[config.mk]
export PLATFORM = sky130hd
export DESIGN_NAME = region_intrusion_alarm
export DESIGN_NICKNAME = d
export VERILOG_FILES = /design/src/rtl/core/ria_pkg.sv /design/src/rtl/core/region_intrusion_alarm.sv
export SDC_FILE = /design/constraint.sdc
export NUM_CORES = 2
export LEC_CHECK = 0
export BUFFER_PORTS_ARGS = -buffer_cell sky130_fd_sc_hd__buf_2
export CORE_UTILIZATION = 40
export DETAILED_ROUTE_END_ITERATION = 12
export PLACE_DENSITY = 0.67
export SYNTH_ARGS = -nofsm -noshare
export SYNTH_HDL_FRONTEND = slang
export SYNTH_SLANG_ARGS = --single-unit
[constraint.sdc]
create_clock -name clock -period 12.4 [get_ports clock]
set_clock_uncertainty 0.1 [all_clocks]
set_input_delay 0.62 -clock clock [delete_from_list [all_inputs] [get_ports clock]]
set_output_delay 0.62 -clock clock [all_outputs]
set_load 0.05 [all_outputs]
[src/rtl/core/ria_pkg.sv]
`timescale 1ns / 1ps
// ----------------------------------------------------------------------------
// Region intrusion alarm package
// Shared widths, reset values and register codes for the intrusion alarm.
// ----------------------------------------------------------------------------
package ria_pkg;

   // default parameter values
   localparam int ScaleFracBitsDef = 12;
   localparam int DetCoordBitsDef  = 10;

   // mapped frame coordinates: signed 14 bit, saturating
   localparam int MapBits = 14;
   localparam int MapMax  = 8191;
   localparam int MapMin  = -8192;

   // starting bound of the left-edge search, one bit wider than a mapped edge
   localparam int BestBits = MapBits + 1;
   localparam int InitMin  = 10000;

   // register fields
   localparam int PixBits   = 12;
   localparam int OffBits   = 10;
   localparam int ScaleBits = 16;
   localparam int CountBits = 8;
   localparam int CountMax  = 255;

   // configuration reset values
   localparam logic [PixBits-1:0]   FrameWidthRst = 12'd1920;
   localparam logic [ScaleBits-1:0] ScaleRst      = 16'd4096;
   localparam logic [CountBits-1:0] MinConsecRst  = 8'd1;

   // configuration port
   localparam int CsrAddrBits = 5;
   localparam int CsrDataBits = 32;

   typedef enum logic [2:0] {
      RegRegionLeft   = 3'd0,
      RegRegionRight  = 3'd1,
      RegFrameWidth   = 3'd2,
      RegRoiOffsetX   = 3'd3,
      RegScaleQ12     = 3'd4,
      RegOverlapThr   = 3'd5,
      RegMinConsec    = 3'd6
   } csr_index_type;

   // result word layout
   localparam int RspFieldBits = 1 + 1 + CountBits + 2 * MapBits;
   localparam int RspDataBits  = ((RspFieldBits + 7) / 8) * 8;

endpackage

[src/rtl/core/region_intrusion_alarm.sv]
`timescale 1ns / 1ps
// ----------------------------------------------------------------------------
// Region intrusion alarm
// Picks one detected box per frame, classifies it against a danger region and
// raises a warning after enough consecutive touching frames.
// ----------------------------------------------------------------------------
// Path: a result word appears on rsp_tvalid once the last word of its frame
//   has passed the input register, the mapped register and the result register.
// Throughput: one box word per cycle unless a result word is held; each
//   edge has its own multiplier and the frame state updates once per word.
// Reset: synchronous, active high; clears the pipeline, the frame state and
//   the hit counter, and loads the register defaults.
module region_intrusion_alarm #(
   parameter int ScaleFracBits = ria_pkg::ScaleFracBitsDef,
   parameter int DetCoordBits  = ria_pkg::DetCoordBitsDef
) (
   input  logic                              clock,
   input  logic                              reset,
   // box words
   input  logic                              req_tvalid,
   output logic                              req_tready,
   // box_left, box_right, zero padding
   input  logic [((2*DetCoordBits+7)/8)*8-1:0] req_tdata,
   input  logic                              req_tlast,   // last_in_frame
   input  logic                              req_tuser,   // no_box
   // result words
   output logic                              rsp_tvalid,
   input  logic                              rsp_tready,
   // warning, touched_now, hit_count_out, chosen_left, chosen_right, padding
   output logic [ria_pkg::RspDataBits-1:0]   rsp_tdata,
   // configuration port
   input  logic                              csr_psel,
   input  logic                              csr_penable,
   input  logic                              csr_pwrite,
   input  logic [ria_pkg::CsrAddrBits-1:0]   csr_paddr,
   input  logic [ria_pkg::CsrDataBits-1:0]   csr_pwdata,
   output logic [ria_pkg::CsrDataBits-1:0]   csr_prdata,
   output logic                              csr_pready
);

   localparam int Cw  = DetCoordBits;
   localparam int Mw  = ria_pkg::MapBits;
   localparam int Bw  = ria_pkg::BestBits;
   localparam int Pw  = Cw + 1 + ria_pkg::ScaleBits + 1;   // product width
   localparam int RspPad      = ria_pkg::RspDataBits - ria_pkg::RspFieldBits;

   localparam logic signed [Pw-1:0] SatHi = Pw'(ria_pkg::MapMax);
   localparam logic signed [Pw-1:0] SatLo = Pw'(ria_pkg::MapMin);

   // -------------------------------------------------------------------------
   // Configuration registers
   // -------------------------------------------------------------------------
   logic [ria_pkg::PixBits-1:0]   region_left_ff,  region_right_ff, frame_width_ff;
   logic [ria_pkg::OffBits-1:0]   roi_offset_ff;
   logic [ria_pkg::ScaleBits-1:0] scale_ff;
   logic [ria_pkg::PixBits-1:0]   overlap_thr_ff;
   logic [ria_pkg::CountBits-1:0] min_consec_ff;

   logic                    csr_write;
   ria_pkg::csr_index_type  csr_index;

   assign csr_pready = 1'b1;
   assign csr_write  = csr_psel & csr_penable & csr_pwrite & csr_pready;
   assign csr_index  = ria_pkg::csr_index_type'(csr_paddr[4:2]);

   always_ff @(posedge clock) begin
      if (reset) begin
         region_left_ff  <= '0;
         region_right_ff <= '0;
         frame_width_ff  <= ria_pkg::FrameWidthRst;
         roi_offset_ff   <= '0;
         scale_ff        <= ria_pkg::ScaleRst;
         overlap_thr_ff  <= '0;
         min_consec_ff   <= ria_pkg::MinConsecRst;
      end else if (csr_write) begin
         unique case (csr_index)
            ria_pkg::RegRegionLeft:  region_left_ff  <= csr_pwdata[ria_pkg::PixBits-1:0];
            ria_pkg::RegRegionRight: region_right_ff <= csr_pwdata[ria_pkg::PixBits-1:0];
            ria_pkg::RegFrameWidth:  frame_width_ff  <= csr_pwdata[ria_pkg::PixBits-1:0];
            ria_pkg::RegRoiOffsetX:  roi_offset_ff   <= csr_pwdata[ria_pkg::OffBits-1:0];
            ria_pkg::RegScaleQ12:    scale_ff        <= csr_pwdata[ria_pkg::ScaleBits-1:0];
            ria_pkg::RegOverlapThr:  overlap_thr_ff  <= csr_pwdata[ria_pkg::PixBits-1:0];
            ria_pkg::RegMinConsec:   min_consec_ff   <= csr_pwdata[ria_pkg::CountBits-1:0];
            default: ;   // unmapped address: drop the write
         endcase
      end
   end

   // read back, zero above each field
   always_comb begin
      unique case (csr_index)
         ria_pkg::RegRegionLeft:  csr_prdata = ria_pkg::CsrDataBits'(region_left_ff);
         ria_pkg::RegRegionRight: csr_prdata = ria_pkg::CsrDataBits'(region_right_ff);
         ria_pkg::RegFrameWidth:  csr_prdata = ria_pkg::CsrDataBits'(frame_width_ff);
         ria_pkg::RegRoiOffsetX:  csr_prdata = ria_pkg::CsrDataBits'(roi_offset_ff);
         ria_pkg::RegScaleQ12:    csr_prdata = ria_pkg::CsrDataBits'(scale_ff);
         ria_pkg::RegOverlapThr:  csr_prdata = ria_pkg::CsrDataBits'(overlap_thr_ff);
         ria_pkg::RegMinConsec:   csr_prdata = ria_pkg::CsrDataBits'(min_consec_ff);
         default:                 csr_prdata = '0;
      endcase
   end

   // -------------------------------------------------------------------------
   // Flow control: each stage moves when the one after it has room, so a
   // waiting result word blocks only a closing word and the words behind it.
   // -------------------------------------------------------------------------
   logic s1_valid_ff, s1_valid_in;
   logic s2_valid_ff, s2_valid_in;
   logic rsp_valid_ff, rsp_valid_in;
   logic s2_last_ff, s2_none_ff;

   logic req_accept, s1_move, s2_fire, s2_free, out_free;

   assign out_free   = ~rsp_valid_ff | rsp_tready;
   assign s2_fire    = s2_valid_ff & (~s2_last_ff | out_free);
   assign s2_free    = ~s2_valid_ff | s2_fire;
   assign s1_move    = s1_valid_ff & s2_free;
   assign req_tready = ~s1_valid_ff | s2_free;
   assign req_accept = req_tvalid & req_tready;

   always_comb begin
      s1_valid_in  = req_accept ? 1'b1 : (s1_move ? 1'b0 : s1_valid_ff);
      s2_valid_in  = s1_move ? 1'b1 : (s2_fire ? 1'b0 : s2_valid_ff);
      rsp_valid_in = (s2_fire & s2_last_ff) ? 1'b1 : (rsp_tready ? 1'b0 : rsp_valid_ff);
   end

   // -------------------------------------------------------------------------
   // Stage 1: input register
   // -------------------------------------------------------------------------
   logic [Cw-1:0] s1_left_ff, s1_right_ff;
   logic          s1_last_ff, s1_none_ff;

   always_ff @(posedge clock) begin
      if (reset) begin
         s1_valid_ff <= 1'b0;
      end else begin
         s1_valid_ff <= s1_valid_in;
      end
      if (req_accept) begin
         s1_left_ff  <= req_tdata[Cw-1:0];
         s1_right_ff <= req_tdata[2*Cw-1:Cw];
         s1_last_ff  <= req_tlast;
         s1_none_ff  <= req_tuser;
      end
   end

   // -------------------------------------------------------------------------
   // Edge mapping: (x - offset) * scale, floored by an arithmetic shift,
   // then saturated to the signed mapped range.
   // -------------------------------------------------------------------------
   logic [Cw+ria_pkg::OffBits-1:0] off_pad;
   logic [Cw-1:0]                  off_w;
   logic signed [Mw-1:0]           map_left, map_right;

   assign off_pad = {{Cw{1'b0}}, roi_offset_ff};
   assign off_w   = off_pad[Cw-1:0];

   function automatic logic signed [Mw-1:0] map_edge(
      input logic [Cw-1:0]                  x,
      input logic [Cw-1:0]                  off,
      input logic [ria_pkg::ScaleBits-1:0]  scale
   );
      logic signed [Cw:0]                     diff;
      logic signed [ria_pkg::ScaleBits:0]     sc;
      logic signed [Pw-1:0]                   prod;
      logic signed [Pw-1:0]                   quo;
      logic signed [Mw-1:0]                   res;
      diff = $signed({1'b0, x}) - $signed({1'b0, off});
      sc   = $signed({1'b0, scale});
      prod = diff * sc;
      quo  = prod >>> ScaleFracBits;
      if (quo > SatHi) begin
         res = Mw'(ria_pkg::MapMax);
      end else if (quo < SatLo) begin
         res = Mw'(ria_pkg::MapMin);
      end else begin
         res = quo[Mw-1:0];
      end
      return res;
   endfunction

   assign map_left  = map_edge(s1_left_ff, off_w, scale_ff);
   assign map_right = map_edge(s1_right_ff, off_w, scale_ff);

   // -------------------------------------------------------------------------
   // Stage 2: mapped edges
   // -------------------------------------------------------------------------
   logic signed [Mw-1:0] s2_left_ff, s2_right_ff;

   always_ff @(posedge clock) begin
      if (reset) begin
         s2_valid_ff <= 1'b0;
      end else begin
         s2_valid_ff <= s2_valid_in;
      end
      if (s1_move) begin
         s2_left_ff  <= map_left;
         s2_right_ff <= map_right;
         s2_last_ff  <= s1_last_ff;
         s2_none_ff  <= s1_none_ff;
      end
   end

   // -------------------------------------------------------------------------
   // Box selection and frame close
   // -------------------------------------------------------------------------
   logic                           first_seen_ff, first_seen_in;
   logic signed [Bw-1:0]           best_min_ff, best_min_in;
   logic signed [Mw-1:0]           best_max_ff, best_max_in;
   logic signed [Mw-1:0]           sel_left_ff, sel_left_in;
   logic signed [Mw-1:0]           sel_right_ff, sel_right_in;
   logic [ria_pkg::CountBits-1:0]  hit_count_ff, hit_count_in;

   logic [ria_pkg::PixBits:0]      region_sum;
   logic                           left_side;

   // region centre against frame centre
   assign region_sum = {1'b0, region_left_ff} + {1'b0, region_right_ff};
   assign left_side  = region_sum[ria_pkg::PixBits:1] <= (frame_width_ff >> 1);

   // frame state after this word's box, before any close
   logic                 seen_box;
   logic signed [Mw-1:0] cur_left, cur_right;

   always_comb begin
      seen_box    = first_seen_ff;
      best_min_in = best_min_ff;
      best_max_in = best_max_ff;
      cur_left    = sel_left_ff;
      cur_right   = sel_right_ff;
      if (!s2_none_ff) begin
         if (!first_seen_ff) begin
            cur_left  = s2_left_ff;
            cur_right = s2_right_ff;
         end
         seen_box = 1'b1;
         if (left_side) begin
            if (Bw'(s2_left_ff) < best_min_ff) begin
               best_min_in = Bw'(s2_left_ff);
               cur_left    = s2_left_ff;
               cur_right   = s2_right_ff;
            end
         end else begin
            if (s2_right_ff > best_max_ff) begin
               best_max_in = s2_right_ff;
               cur_left    = s2_left_ff;
               cur_right   = s2_right_ff;
            end
         end
      end
   end

   // classify the kept box; first matching rule decides
   logic signed [Bw-1:0] cl_bl, cl_br, cl_l, cl_r, cl_t;
   logic                 overlaps;
   logic                 touch;

   assign cl_bl = Bw'(cur_left);
   assign cl_br = Bw'(cur_right);
   assign cl_l  = $signed({{(Bw-ria_pkg::PixBits){1'b0}}, region_left_ff});
   assign cl_r  = $signed({{(Bw-ria_pkg::PixBits){1'b0}}, region_right_ff});
   assign cl_t  = $signed({{(Bw-ria_pkg::PixBits){1'b0}}, overlap_thr_ff});

   always_comb begin
      priority if (cl_br < cl_l || cl_bl > cl_r) begin
         overlaps = 1'b0;                               // outside
      end else if (cl_br > cl_l && cl_br < cl_r) begin
         overlaps = (cl_br - cl_l) >= cl_t;             // partial on the right
      end else if (cl_bl > cl_l && cl_bl < cl_r) begin
         overlaps = (cl_r - cl_bl) >= cl_t;             // partial on the left
      end else if (cl_bl < cl_l && cl_br > cl_r) begin
         overlaps = 1'b1;                               // box covers region
      end else if (cl_bl > cl_l && cl_br < cl_r) begin
         overlaps = 1'b1;                               // region contains box
      end else begin
         overlaps = 1'b0;
      end
   end

   // an empty frame never touches
   assign touch = seen_box & overlaps;

   always_comb begin
      if (touch) begin
         hit_count_in = (hit_count_ff == ria_pkg::CountBits'(ria_pkg::CountMax)) ?
                        hit_count_ff : hit_count_ff + 1'b1;
      end else begin
         hit_count_in = '0;
      end
   end

   // close the frame on its last word: back to the starting bounds
   always_comb begin
      if (s2_last_ff) begin
         first_seen_in = 1'b0;
         sel_left_in   = '0;
         sel_right_in  = '0;
      end else begin
         first_seen_in = seen_box;
         sel_left_in   = cur_left;
         sel_right_in  = cur_right;
      end
   end

   always_ff @(posedge clock) begin
      if (reset) begin
         first_seen_ff <= 1'b0;
         best_min_ff   <= Bw'(ria_pkg::InitMin);
         best_max_ff   <= '0;
         sel_left_ff   <= '0;
         sel_right_ff  <= '0;
         hit_count_ff  <= '0;
      end else if (s2_fire) begin
         first_seen_ff <= first_seen_in;
         sel_left_ff   <= sel_left_in;
         sel_right_ff  <= sel_right_in;
         if (s2_last_ff) begin
            best_min_ff  <= Bw'(ria_pkg::InitMin);
            best_max_ff  <= '0;
            hit_count_ff <= hit_count_in;
         end else begin
            best_min_ff  <= best_min_in;
            best_max_ff  <= best_max_in;
         end
      end
   end

   // -------------------------------------------------------------------------
   // Result register
   // -------------------------------------------------------------------------
   logic                           rsp_warn_ff, rsp_touch_ff;
   logic [ria_pkg::CountBits-1:0]  rsp_count_ff;
   logic signed [Mw-1:0]           rsp_left_ff, rsp_right_ff;
   logic                           warn_in;

   assign warn_in = touch & (hit_count_in >= min_consec_ff);

   always_ff @(posedge clock) begin
      if (reset) begin
         rsp_valid_ff <= 1'b0;
      end else begin
         rsp_valid_ff <= rsp_valid_in;
      end
      if (s2_fire && s2_last_ff) begin
         rsp_warn_ff  <= warn_in;
         rsp_touch_ff <= touch;
         rsp_count_ff <= hit_count_in;
         // kept edges are still zero when the frame had no box
         rsp_left_ff  <= cur_left;
         rsp_right_ff <= cur_right;
      end
   end

   assign rsp_tvalid = rsp_valid_ff;
   assign rsp_tdata  = {{RspPad{1'b0}}, rsp_right_ff, rsp_left_ff, rsp_count_ff,
                        rsp_touch_ff, rsp_warn_ff};

   // -------------------------------------------------------------------------
   // Assertions
   // -------------------------------------------------------------------------
   // a warning is only raised on a touching frame
   a_warn_needs_touch: assert property (@(posedge clock) disable iff (reset)
      rsp_valid_ff |-> (!rsp_warn_ff || rsp_touch_ff))
      else $error("warning without touch");

   // the hit count is nonzero exactly on touching frames
   a_count_matches_touch: assert property (@(posedge clock) disable iff (reset)
      rsp_valid_ff |-> (rsp_touch_ff == (rsp_count_ff != '0)))
      else $error("hit count disagrees with touch");

   // a closed frame leaves the frame state at its starting values
   a_frame_cleared: assert property (@(posedge clock) disable iff (reset)
      (s2_fire && s2_last_ff) |=> (!first_seen_ff && best_max_ff == '0
                                    && best_min_ff == Bw'(ria_pkg::InitMin)))
      else $error("frame state not cleared after last word");

   // a word that closes a frame always produces a result word
   a_last_gives_result: assert property (@(posedge clock) disable iff (reset)
      (s2_fire && s2_last_ff) |=> rsp_valid_ff)
      else $error("closing word gave no result");

endmodule
After elaboration in Yosys (flattened, before gate mapping)

Cells that the tools add are included.
Widths: inputs -> output; s select.

Logic and storage cells: 141
Input bits: 70
Output and inout port bits: 75
Register bits: 241

Add/subtract/negate cells: 6
Bitwise operators: 16
Multiply operators: 2
Muxes and demuxes: 38
Reductions and logical operators: 23
$lt $le $gt $ge: 18
Eq/ne operators: 9

Operator list:

| kind                 | count |
|---|---|
| $mux 14              | 18 |
| $pmux 16 s7          | 1 |
| $mux 15              | 4 |
| $gt 14x13->1         | 4 |
| $lt 14x13->1         | 4 |
| $mul 11x17->28       | 2 |
| $gt 16x14->1 const B | 2 |
| $lt 16x14->1 const B | 2 |
| $ge 15x13->1         | 2 |
| $sub 10x10->11       | 2 |
| $mux 8               | 2 |
| $reduce_and 2->1     | 8 |
| $lt 14x15->1         | 1 |
| $sub 13x14->15       | 1 |
| $sub 14x13->15       | 1 |
| $gt 14x14->1         | 1 |
| $add 12x12->13       | 1 |
| $mux 1               | 13 |
| $le 12x11->1         | 1 |
| $reduce_bool 2->1    | 6 |
| $eq 3x3->1 const B   | 3 |
| $add 8x1->8 const B  | 1 |
| $and 1x1->1          | 8 |
| $eq 8x8->1 const B   | 1 |
| 10 further kinds     | 23 |

Longest topological paths before layout

Word-level depth: 15
Depth in mapped cells: 59

Least setup slack after synthesis

Ideal clock, no wire load.

Path kind: reg-to-reg
From: register region_right_ff[1] in the netlist's numbering
To: register rsp_warn_ff (data pin)
Data arrival time: 9.480 ns
Stages on the path, launching flop included: 60
Setup slack: 2.555 ns
Buffers on the path: 2
Cell sequence: dfxtp_1 > ha_1 > a31o_2 > a21oi_1 > o21bai_1 > a21oi_1 > o21bai_1 > a21oi_1 > nor2b_1 > o21a_1 > o21ai_0 > nand2b_1 > a21oi_1 > xnor2_1 > ha_1 > inv_1 > nor4_4 > nor2b_1 > (+24 left out) > a21oi_1 > or4b_1 > a211oi_2 > o21ai_2 > inv_2 > nand2_1 > ha_1 > nand2b_1 > a21oi_1 > nor2b_1 > o21ai_0 > nand2b_1 > a21oi_1 > nor2b_1 > o21ai_0 > nand2b_1 > a21oi_1 > nor2_1

Longest elaborated chain between the ends: 15
Elaborated cells on any way between the ends: 32

RTL lines:

| item                                                   | RTL line                      | text |
|---|---|---|
| start, declared                                        | region_intrusion_alarm.sv:53  | `logic [ria_pkg::PixBits-1:0] region_left_ff, region_right_ff, frame_width_ff;` |
| start signal, assigned                                 | region_intrusion_alarm.sv:78  | `ria_pkg::RegRegionRight: region_right_ff <= csr_pwdata[ria_pkg::PixBits-1:0];` |
| $add 12x12->13 (*)                                     | region_intrusion_alarm.sv:218 | `assign region_sum = {1'b0, region_left_ff} + {1'b0, region_right_ff};` |
| $le 12x11->1 (*)                                       | region_intrusion_alarm.sv:219 | `assign left_side = region_sum[ria_pkg::PixBits:1] <= (frame_width_ff >> 1);` |
| $mux 14 (*)                                            | region_intrusion_alarm.sv:237 | `if (left_side) begin` |
| $mux 14 (*)                                            | region_intrusion_alarm.sv:231 | `if (!s2_none_ff) begin` |
| net cur_left[0]                                        | region_intrusion_alarm.sv:223 | `logic signed [Mw-1:0] cur_left, cur_right;` |
| branches (longest 6 deep; another with $sub 13x14->15) | -                             |  |
| $mux 1 (*)                                             | region_intrusion_alarm.sv:265 | `priority if (cl_br < cl_l \|\| cl_bl > cl_r) begin` |
| $and 1x1->1 (*)                                        | region_intrusion_alarm.sv:281 | `assign touch = seen_box & overlaps;` |
| net touch                                              | region_intrusion_alarm.sv:256 | `logic touch;` |
| $mux 8                                                 | region_intrusion_alarm.sv:284 | `if (touch) begin` |
| $ge 8x8->1                                             | region_intrusion_alarm.sv:336 | `assign warn_in = touch & (hit_count_in >= min_consec_ff);` |
| $and 1x1->1 (*)                                        | region_intrusion_alarm.sv:336 |  |
| net warn_in                                            | region_intrusion_alarm.sv:334 | `logic warn_in;` |
| end signal, assigned                                   | region_intrusion_alarm.sv:345 | `rsp_warn_ff <= warn_in;` |
| end, declared                                          | region_intrusion_alarm.sv:331 | `logic rsp_warn_ff, rsp_touch_ff;` |

Mark *: on every way through the listed nets, which the timed path passes.
A chain may end at the register's enable or synchronous reset.

Final worst setup path

From: register region_left_ff[1] in the netlist's numbering
To: register rsp_warn_ff (data pin)

Longest elaborated chain between the ends: 15
Elaborated cells on any way between the ends: 32

RTL lines:

| item                                                   | RTL line                      | text |
|---|---|---|
| start, declared                                        | region_intrusion_alarm.sv:53  |  |
| start signal, assigned                                 | region_intrusion_alarm.sv:77  | `ria_pkg::RegRegionLeft: region_left_ff <= csr_pwdata[ria_pkg::PixBits-1:0];` |
| $add 12x12->13 (*)                                     | region_intrusion_alarm.sv:218 |  |
| $le 12x11->1 (*)                                       | region_intrusion_alarm.sv:219 |  |
| $mux 14 (*)                                            | region_intrusion_alarm.sv:237 |  |
| $mux 14 (*)                                            | region_intrusion_alarm.sv:231 |  |
| net cur_left[0]                                        | region_intrusion_alarm.sv:223 |  |
| branches (longest 6 deep; another with $sub 13x14->15) | -                             |  |
| $mux 1 (*)                                             | region_intrusion_alarm.sv:265 |  |
| $and 1x1->1 (*)                                        | region_intrusion_alarm.sv:281 |  |
| net touch                                              | region_intrusion_alarm.sv:256 |  |
| $mux 8                                                 | region_intrusion_alarm.sv:284 |  |
| $ge 8x8->1                                             | region_intrusion_alarm.sv:336 |  |
| $and 1x1->1 (*)                                        | region_intrusion_alarm.sv:336 |  |
| net warn_in                                            | region_intrusion_alarm.sv:334 |  |

Marked as above.

==> summary.md <==
| Metric | Value |
|---|---|
| Syn. warnings | 0 |
| Avg Vias per Cell | 5.23 |
| Setup TNS | 0 ps |
| Yosys reg bits | 241 |
| Syn Area/Cell | 9.18 sq um |
| Status | finished clean |
| Clock root cell | clkbuf_16 |
| Commonest non-fill, non-tap cell in the layout | inv_1 |
| WP data arrival | 11,510 ps |
| Fraction of layout cells with a size suffix above 1 | 8.51% |
| GPL Wtd Cong | 0.941 |
| Worst min path class | in2reg |
| CTS Sinks | 241 |
| Slew Viols, Final | 0 |
| CTS max path bufs | 3 |
| GRT Total Usage | 21.1% |
| # Max-Cap Violations | 0 |
| Die H | 253 um |
| Post-synth EDFFs | 90 |
| Fin. Hold Viols | 0 |
| Starting DRT DRC Count | 1,356 |
| WL/cell | 17.8 um |
| Critical Path Sink Type | register |
| Reg2reg setup slack | 1070 ps |
| CTS Buf Count | 26 |
| N_diodes | 0 |
| Synth Instances | 2,750 |
| CTS HTree Levels | 1 |
| Initial antenna violation count | 1 |
| Post-route clock period utilization | 91.4% |
| Primary FF master, synth | dfxtp_1 |
| Crit path buf inv count | 4 |
| Number of global-route vias before repair | 19,500 |
| GRT Residual Overflow | 0 |
| CTS tree | yes |
| Crit path required time | 12,570 ps |
| Largest net degree at the start of global routing | 77 |
| Die outline area | 64,100 sq um |
| Fmax achieved | 88.2 MHz |
| Core Util, Final | 44.6% |
| Starting density of the core | 40.7% |
| Ys async rst share | 0% |
| Least-Margin Pin Slew | 1130 ps |
| Highest fanout seen on the critical path | 18 |
| Placed wire-length estimate | 51,300 um |
| Total Power | 2.54 mW |
| Biggest register | scale_ff |
| Yosys cell types | 66 |
| Max transition margin | 24.1% |
| Netlist Area Pre-Place | 25,200 sq um |
| RSZ-0062 raised after global routing | false |
| DR pass1 iterations | 9 |
| Clk Latency, worst-skew pair | 560 ps |
| Setup Buffers After CTS | 0 |
| Period minus WS final | 11,330 ps |
| Io pins | 145 |
| Clk pin slew, worst setup/hold paths | 70 ps |
| # port buffers | 103 |
| Crit path kind | reg2reg |
| Post-cts resize count | 0 |
| Max incr delay on CP | 570 ps |
| Hold_ws | 140 ps |
| Final Setup Violations | 0 |
| VDD IR max | 64.4 uV |
| CP top delay family | compound AO/OA/AOI/OAI gates |
| Die X-Extent | 253 um |
| Largest register FFs | 16 |
| Most frequent cells in the layout | 398 x inv_1, 309 x ha_1, 283 x nand2_1 |
| Cts hold-fix bufs | 0 |
| NumNets Final | 3,444 |
| LEAKAGE | 12.9 nW |
| Routed wire length | 65,300 um |
| # rows | 91 |
| Final ANT Viol Nets | 0 |
| Pwr/cell area | 92.0 nW/um^2 |
| Startpoint Class | register |
| Vias | 19,200 |
| Most common cell on crit path | a21oi_1 |
| Global-route wire length before repair | 106,000 um |
| Area growth syn-to-layout | 9.58% |
| Register area share after synthesis | 22.7% |
| Crit-path slowest cell | a31oi_4 |
| CORE AREA | 62,100 sq um |
| Biggest regs | scale_ff: 16 flops, best_min_ff: 15 flops |
| Remaining DRCs | 0 |
-- synthesized netlist by cell type (9+ instances only) --
| library cell | n | area [sq um] |
|---|---|---|
| a21o_1 | 60 | 450 |
| o21bai_1 | 22 | 165 |
| nand2_1 | 283 | 1060 |
| a21oi_1 | 121 | 606 |
| buf_4 | 22 | 165 |
| o22ai_1 | 9 | 56.3 |
| o21a_1 | 20 | 150 |
| o21ai_0 | 46 | 230 |
| nor2_1 | 176 | 661 |
| inv_1 | 399 | 1500 |
| mux2i_1 | 73 | 731 |
| nor3_1 | 27 | 135 |
| edfxtp_1 | 90 | 2700 |
| clkbuf_1 | 104 | 390 |
| xor2_1 | 28 | 245 |
| and3_1 | 16 | 100 |
| nand4_1 | 15 | 93.8 |
| nand3_1 | 25 | 125 |
| nor2b_1 | 58 | 363 |
| a22oi_1 | 67 | 503 |
| fa_1 | 253 | 5060 |
| nand2b_1 | 61 | 382 |
| xnor2_1 | 48 | 420 |
| mux2_2 | 21 | 236 |
| ha_1 | 309 | 3870 |
| a211oi_1 | 12 | 90.1 |
| and2_1 | 137 | 857 |
| a211o_1 | 10 | 87.6 |
| dfxtp_1 | 151 | 3020 |
-- stage by stage --
stage / std cells / worst slack [ps] / area (sq um)
after floorplan: 2767 / 2550 / 25300
after global placement: 3620 / 1420 / 26700
after detailed placement: 3620 / 1300 / 26700
after CTS: 3668 / 1220 / 27600
after global routing: 3669 / 239 / 27600
final: 3669 / 1070 / 27600
-- layer usage --
layer	global-route usage [%]	part of all wire, %
met2	36.6	48
met5	0	0
met4	7.86	4.0
met3	1.83	5.1
met1	27.3	43
-- report_power, final --
part           leakage (nW)  total (mW)  internal, mW  switching, mW
Clock                 0.464       0.881         0.541          0.340
Combinational          10.3       0.781         0.313          0.468
Sequential             2.06       0.882         0.857         0.0248
Total                  12.9        2.54          1.71          0.833
-- cell families (layout without fill, tap and decap cells) --
kind of cell / after synthesis / in the layout / synth area share (%)
and+or+nand+nor: 825 / 825 / 15.9
muxes: 99 / 99 / 4.28
AOI/OAI and AO/OA: 414 / 414 / 10.9
other: 2 / 19 / 0.0298
adders and majority gates: 562 / 562 / 35.4
xor gates and xnor gates: 76 / 76 / 2.64
buffers and inverters: 531 / 596 / 8.23
DFF: 241 / 241 / 22.7
-- area by class of cell --
type	count	area (sq um)
inverter	400	1500
multi-input combinational	1995	17600
clock buffer	33	729
clock inverter	15	235
timing repair buffer	148	853
tap	837	1050
fill	5984	34400
sequential	241	5730
-- path summary, 6_finish.rpt --
check                          from             end  cells past startpoint
setup / recovery  region_left_ff[1]     rsp_warn_ff                     57
hold / removal        req_tdata[16]  s1_right_ff[6]                      1
setup reg to reg  region_left_ff[1]     rsp_warn_ff                     57
hold reg to reg          s1_none_ff      s2_none_ff                      0
(Power assumes the default switching activity.)
